### config.mk
export PLATFORM = sky130hd
export DESIGN_NAME = npmac_cell
export DESIGN_NICKNAME = d
export VERILOG_FILES = /design/src/rtl/npmac_pkg.sv /design/src/rtl/npmac_cell.sv
export SDC_FILE = /design/constraint.sdc
export NUM_CORES = 2
export LEC_CHECK = 0
export ABC_CLOCK_PERIOD_IN_PS = 19100
export BUFFER_PORTS_ARGS = -buffer_cell sky130_fd_sc_hd__buf_2
export CAP_MARGIN = 40
export CELL_PAD_IN_SITES_DETAIL_PLACEMENT = 1
export CELL_PAD_IN_SITES_GLOBAL_PLACEMENT = 1
export CORE_UTILIZATION = 55
export CTS_BUF_LIST = sky130_fd_sc_hd__clkbuf_4
export CTS_CLUSTER_DIAMETER = 50
export DETAILED_ROUTE_END_ITERATION = 10
export PLACE_DENSITY_LB_ADDON = 0.2
export SETUP_SLACK_MARGIN = 0.05
export SLEW_MARGIN = 20
export SYNTH_ARGS = -nofsm -noshare
export SYNTH_HDL_FRONTEND = slang
export SYNTH_SLANG_ARGS = --single-unit
### constraint.sdc
create_clock -name clock -period 19.1 [get_ports clock]
set_clock_uncertainty 0.2 [all_clocks]
set_input_delay 1.91 -clock clock [delete_from_list [all_inputs] [get_ports clock]]
set_output_delay 1.91 -clock clock [all_outputs]
set_load 0.1 [all_outputs]
### src/rtl/npmac_pkg.sv
package npmac_pkg;

   localparam int POS_W  = 5;
   localparam int COEF_W = 32;
   localparam int ACC_W  = 64;
   // the rotating store holds +/- b, and -(-2^31) needs one more bit
   localparam int CELL_W = COEF_W + 1;
   localparam int PROD_W = CELL_W + COEF_W;
   localparam int MAX_RUN = 32;

   localparam logic [1:0] OP_LOAD = 2'd0;
   localparam logic [1:0] OP_MAC  = 2'd1;
   localparam logic [1:0] OP_READ = 2'd2;

   typedef struct packed {
      logic [1:0]                operation;
      logic [POS_W-1:0]          position;
      logic signed [COEF_W-1:0]  coefficient;
      logic                      clear_first;
   } req_type;

   typedef struct packed {
      logic signed [ACC_W-1:0] result_value;
      logic [POS_W-1:0]        result_index;
      logic                    last_of_run;
   } rsp_type;

   typedef struct packed {
      logic                      shift_b;
      logic                      mul_en;
      logic                      acc_en;
      logic                      acc_clear;
      logic                      acc_sub;
      logic                      rot_acc;
      logic signed [COEF_W-1:0]  coef;
      logic signed [CELL_W-1:0]  b_wr_value;
   } cell_ctrl_type;

endpackage

### src/rtl/npmac_cell.sv
module npmac_cell (
   input  logic                                   clock,
   input  logic                                   reset,
   input  npmac_pkg::cell_ctrl_type               ctrl,
   input  logic                                   wr_sel,
   input  logic signed [npmac_pkg::CELL_W-1:0]    b_prev,
   input  logic signed [npmac_pkg::ACC_W-1:0]     acc_next,
   output logic signed [npmac_pkg::CELL_W-1:0]    b_out,
   output logic signed [npmac_pkg::ACC_W-1:0]     acc_out
);

   logic signed [npmac_pkg::CELL_W-1:0] b_ff;
   logic signed [npmac_pkg::ACC_W-1:0]  acc_ff;
   logic signed [npmac_pkg::ACC_W-1:0]  acc_in;
   logic signed [npmac_pkg::ACC_W-1:0]  acc_base;
   logic signed [npmac_pkg::ACC_W-1:0]  prod_ff;
   logic signed [npmac_pkg::PROD_W-1:0] prod_full;

   assign prod_full = b_ff * ctrl.coef;

   always_comb begin
      acc_base = ctrl.acc_clear ? '0 : acc_ff;
      // wrapped orientation of the ring turns the product into a subtraction
      acc_in   = ctrl.acc_sub ? (acc_base - prod_ff) : (acc_base + prod_ff);
   end

   always_ff @(posedge clock) begin
      if (reset) begin
         b_ff   <= '0;
         acc_ff <= '0;
      end else begin
         if (wr_sel) begin
            b_ff <= ctrl.b_wr_value;
         end else if (ctrl.shift_b) begin
            b_ff <= b_prev;
         end
         if (ctrl.acc_en) begin
            acc_ff <= acc_in;
         end else if (ctrl.rot_acc) begin
            acc_ff <= acc_next;
         end
      end
   end

   always_ff @(posedge clock) begin
      if (ctrl.mul_en) begin
         prod_ff <= prod_full[npmac_pkg::ACC_W-1:0];
      end
   end

   assign b_out   = b_ff;
   assign acc_out = acc_ff;

endmodule

* Word-level counts from Yosys, hierarchy flattened
Index checks and enable logic that the tools add are counted.
** Word-level totals
- Flip-flop bits (word level) :: 161
- Output and inout port bits :: 97
- Word-level logic and storage cells :: 14
** Cells by class
- Multipliers :: 1
- Reductions and logical operators :: 2
- Add/sub/neg operators :: 2
- Mux-type cells :: 6
** Operators with widths (number)
- two-way mux 64 bit :: 4
- two-way mux 33 bit :: 2
- adder 64 bit :: 1
- multiplier 33 x 32 -> 64 bit :: 1
- subtractor 64 bit :: 1
- nonzero test 2 bit :: 2

* Depth between registers and ports, before layout
- Word-level depth :: 4
- Depth in mapped cells :: 29

* Worst setup path before layout
OpenSTA, ideal clock, no wires.
- Path type :: input -> register
- Start :: input port ctrl[38] in the netlist's numbering
- End :: register prod_ff[63] in the netlist's numbering (data pin)
- Cell stages on the path :: 29
- Arrival :: 9151 ps
- Path slack :: 9489 ps
- Cell sequence :: clkbuf_1 nand2_1 inv_1 fa_1 inv_1 fa_1 inv_1 fa_1 inv_1 fa_1 inv_1 fa_1 fa_1 inv_1 fa_1 inv_1 fa_1 ha_1 clkbuf_1 a21oi_1 nor2_1 o21ai_0 nand2_1 a31oi_1 or3b_2 o21a_1 nand2_1 a31oi_1 xnor2_1
** Between the ends
- Cells in the longest elaborated chain, start to end :: 1
** RTL lines
- from (decl) :: line npmac_cell.sv:4 : input npmac_pkg::cell_ctrl_type ctrl,
- multiplier 33 x 32 -> 64 bit :: line npmac_cell.sv:19 : assign prod_full = b_ff * ctrl.coef;
- named net prod_full (one bit) :: line npmac_cell.sv:17 : logic signed [npmac_pkg::PROD_W-1:0] prod_full;
- to (signal assigned) :: line npmac_cell.sv:47 : prod_ff <= prod_full[npmac_pkg::ACC_W-1:0];
- to (decl) :: line npmac_cell.sv:16 : logic signed [npmac_pkg::ACC_W-1:0] prod_ff;
The timed path passes the listed nets, and every way through them passes these cells.
A chain may end at the register's enable or synchronous reset.

* Final worst setup path
- Start :: input port ctrl[35] in the netlist's numbering
- End :: register prod_ff[63] in the netlist's numbering (data pin)
The elaborated chain is that of the path after synthesis.

==> metrics.yaml <==
synth_ff_type: "dfxtp_1"
slew_viol_final: 0
clkTransAtPathRegs_ns: 0.15
die_area_um2: 88900
mostFrequentLayoutCells: "fa_1 (1,104), inv_1 (974), nand2_1 (584)"
grt_max_degree: 67
die_y_um: 298.2
synth_cell_types: 91
cts_inserted_buffers: 17
timing.hold.ws_ns: 0.3887
hold_violations: 0
cp.arrival_ns: 10.27
ctsHoldBuffers: 0
drt_iter0_markers: 2586
ys_ff_latch: 161
htree_levels: 4
netlist_area_um2: 48240
ys_async_sr_fraction: 0
globalRouteOverflowTotal: 0
finalSetupTns_ns: 0
hold_path_depth: 2
fin_util: 0.5845
start_util: 0.5561
grt_pass1_vias: 43410
slew_headroom: 0.4011
drt-wirelength-per-cell_um: 23.57
setup_violations: 0
fin_nets: 6821
placed_cells: 6432
period_share: 0.5265
routed_wirelength_um: 152500
yosys_warnings: 0
syn_to_final_growth_pct: 5.112
path_class: "in -> reg"
cp_slowest_cell: "fa_1"
synth_edf_count: 64
core-area_um2: 86750
cpPeakStageDelay_ns: 0.81
die_w_um: 298.2
min_path_type: "reg -> reg"
drive_above_1_share: 0.07306
drt_pre_antenna_iters: 5
std_cell_rows: 108
crit_path_start_kind: "input pin"
io_buffers: 267
vias: 37590
syn_inst: 5245
cap_violations: 0
cts_tree: "done"
ff2ff_path_depth: 27
syn_nets: 6768
layout_commonest_cell: "fa_1"
clock-sinks: 161
io_pins: 268
r2r_start: "b_out[32]"
worstMarginPinSlew_ns: 0.8984
viasPerCell: 5.808
grt_pass1_wl_um: 245000
critPathCaptureType: "register"
required_ns: 19.32
yosysSeqAreaShare: 0.08009
cts_resized: 0
r2r_slack_ns: 10.10
r2r_end: "prod_ff[63]"
period_minus_slack_ns: 10.06
ant_nets: 0
clk_latency_ns: 0.71
min_from: "acc_out[31]"
cp_max_fo: 33
cpMostUsedCell: "fa_1"
place.gp.congestion: 0.9356
drc: 0
stdcell_count: 6471
antenna_found_initial: 5
outcome: "completed"
max_freq_ghz: 0.09944
root_buffer: "clkbuf_4"
dp_hpwl_um: 124200
cts_setup_buffers: 0
min_to: "acc_out[31]"
avgSynthCellArea_um2: 9.197
grt_usage: 0.3563
rsz0062_at_grt: "false"
ctsLongestPathBuffers: 2
kinds of logic after synthesis:
logic type,after synthesis,share of synthesized area
XOR/XNOR,188,0.03429
AND/OR/NAND/NOR,1634,0.1722
AO/OA/AOI/OAI,582,0.07851
multiplexers,67,0.01390
flip-flops,161,0.08009
adder cells (fa/ha/maj),1352,0.5225
buffers and inverters,1261,0.09851
routing by layer:
metal,vias up,wire [um],track usage
li1,16070,-,-
met1,19870,62600,0.4624
met2,1355,76680,0.6211
met3,294,8752,0.04215
met4,2,4495,0.1138
met5,-,13,0
sequential cells by signal, summed over array words and instances, names as in the netlist:
name     flops
b_out       33
acc_out     64
prod_ff     64
worst max-delay path: cells and delay by family:
family | cells | cell delay, ns
fa+ha+maj | 9 | 4.70
buf+inv | 8 | 1.76
simple gates | 5 | 0.95
compound gates | 4 | 0.76
xor+xnor | 1 | 0.14
synth_stat cells (20+ instances only):
| library cell | count | area (um2) |
|---|---|---|
| o21bai_1 | 24 | 180.2 |
| ha_1 | 248 | 3103 |
| a31oi_1 | 23 | 143.9 |
| xnor2_1 | 150 | 1314 |
| o21ai_0 | 65 | 325.3 |
| and3_1 | 20 | 125.1 |
| nand2b_1 | 24 | 150.1 |
| nand4_1 | 28 | 175.2 |
| and2_1 | 534 | 3341 |
| nor2_1 | 215 | 807.0 |
| nand2_1 | 584 | 2192 |
| clkbuf_1 | 273 | 1025 |
| inv_1 | 974 | 3656 |
| dfxtp_1 | 97 | 1942 |
| nor3_1 | 30 | 150.1 |
| mux2i_1 | 67 | 670.6 |
| xor2_1 | 37 | 324.1 |
| fa_1 | 1104 | 22100 |
| a21o_1 | 59 | 442.9 |
| a211oi_1 | 94 | 705.7 |
| nand3_1 | 28 | 140.1 |
| o21ai_1 | 20 | 100.1 |
| edfxtp_1 | 64 | 1922 |
| a21oi_1 | 200 | 1001 |
| nor2b_1 | 116 | 725.7 |
through the flow:
stage	instance area [um2]	setup slack [ns]
final	50710	9.044
after detailed placement	50310	8.397
after floorplan	48240	9.489
after CTS	50640	9.104
after global placement	50310	8.736
after global routing	50700	8.695
worst max path at each step:
stage,from,to,slack (ns)
2_1_floorplan,ctrl[38],prod_ff[63],9.49
3_3_place_gp,ctrl[35],prod_ff[63],8.74
3_5_place_dp,ctrl[35],prod_ff[63],8.40
4_1_cts,ctrl[35],prod_ff[63],9.10
5_1_grt,ctrl[35],prod_ff[63],8.69
6_report,ctrl[35],prod_ff[63],9.04
area by class of cell:
class	count	area, um2
Antenna cell	5	12.51
Clock buffer	18	135.1
Clock inverter	14	190.2
Fill cell	10060	36050
Inverter	976	3664
Multi-Input combinational cell	3823	39620
Sequential cell	161	3864
Tap cell	1155	1445
Timing Repair Buffer	319	1772
Power is not shown: default switching activity piles up to over one toggle a cycle in this logic, so the estimate is an artifact.
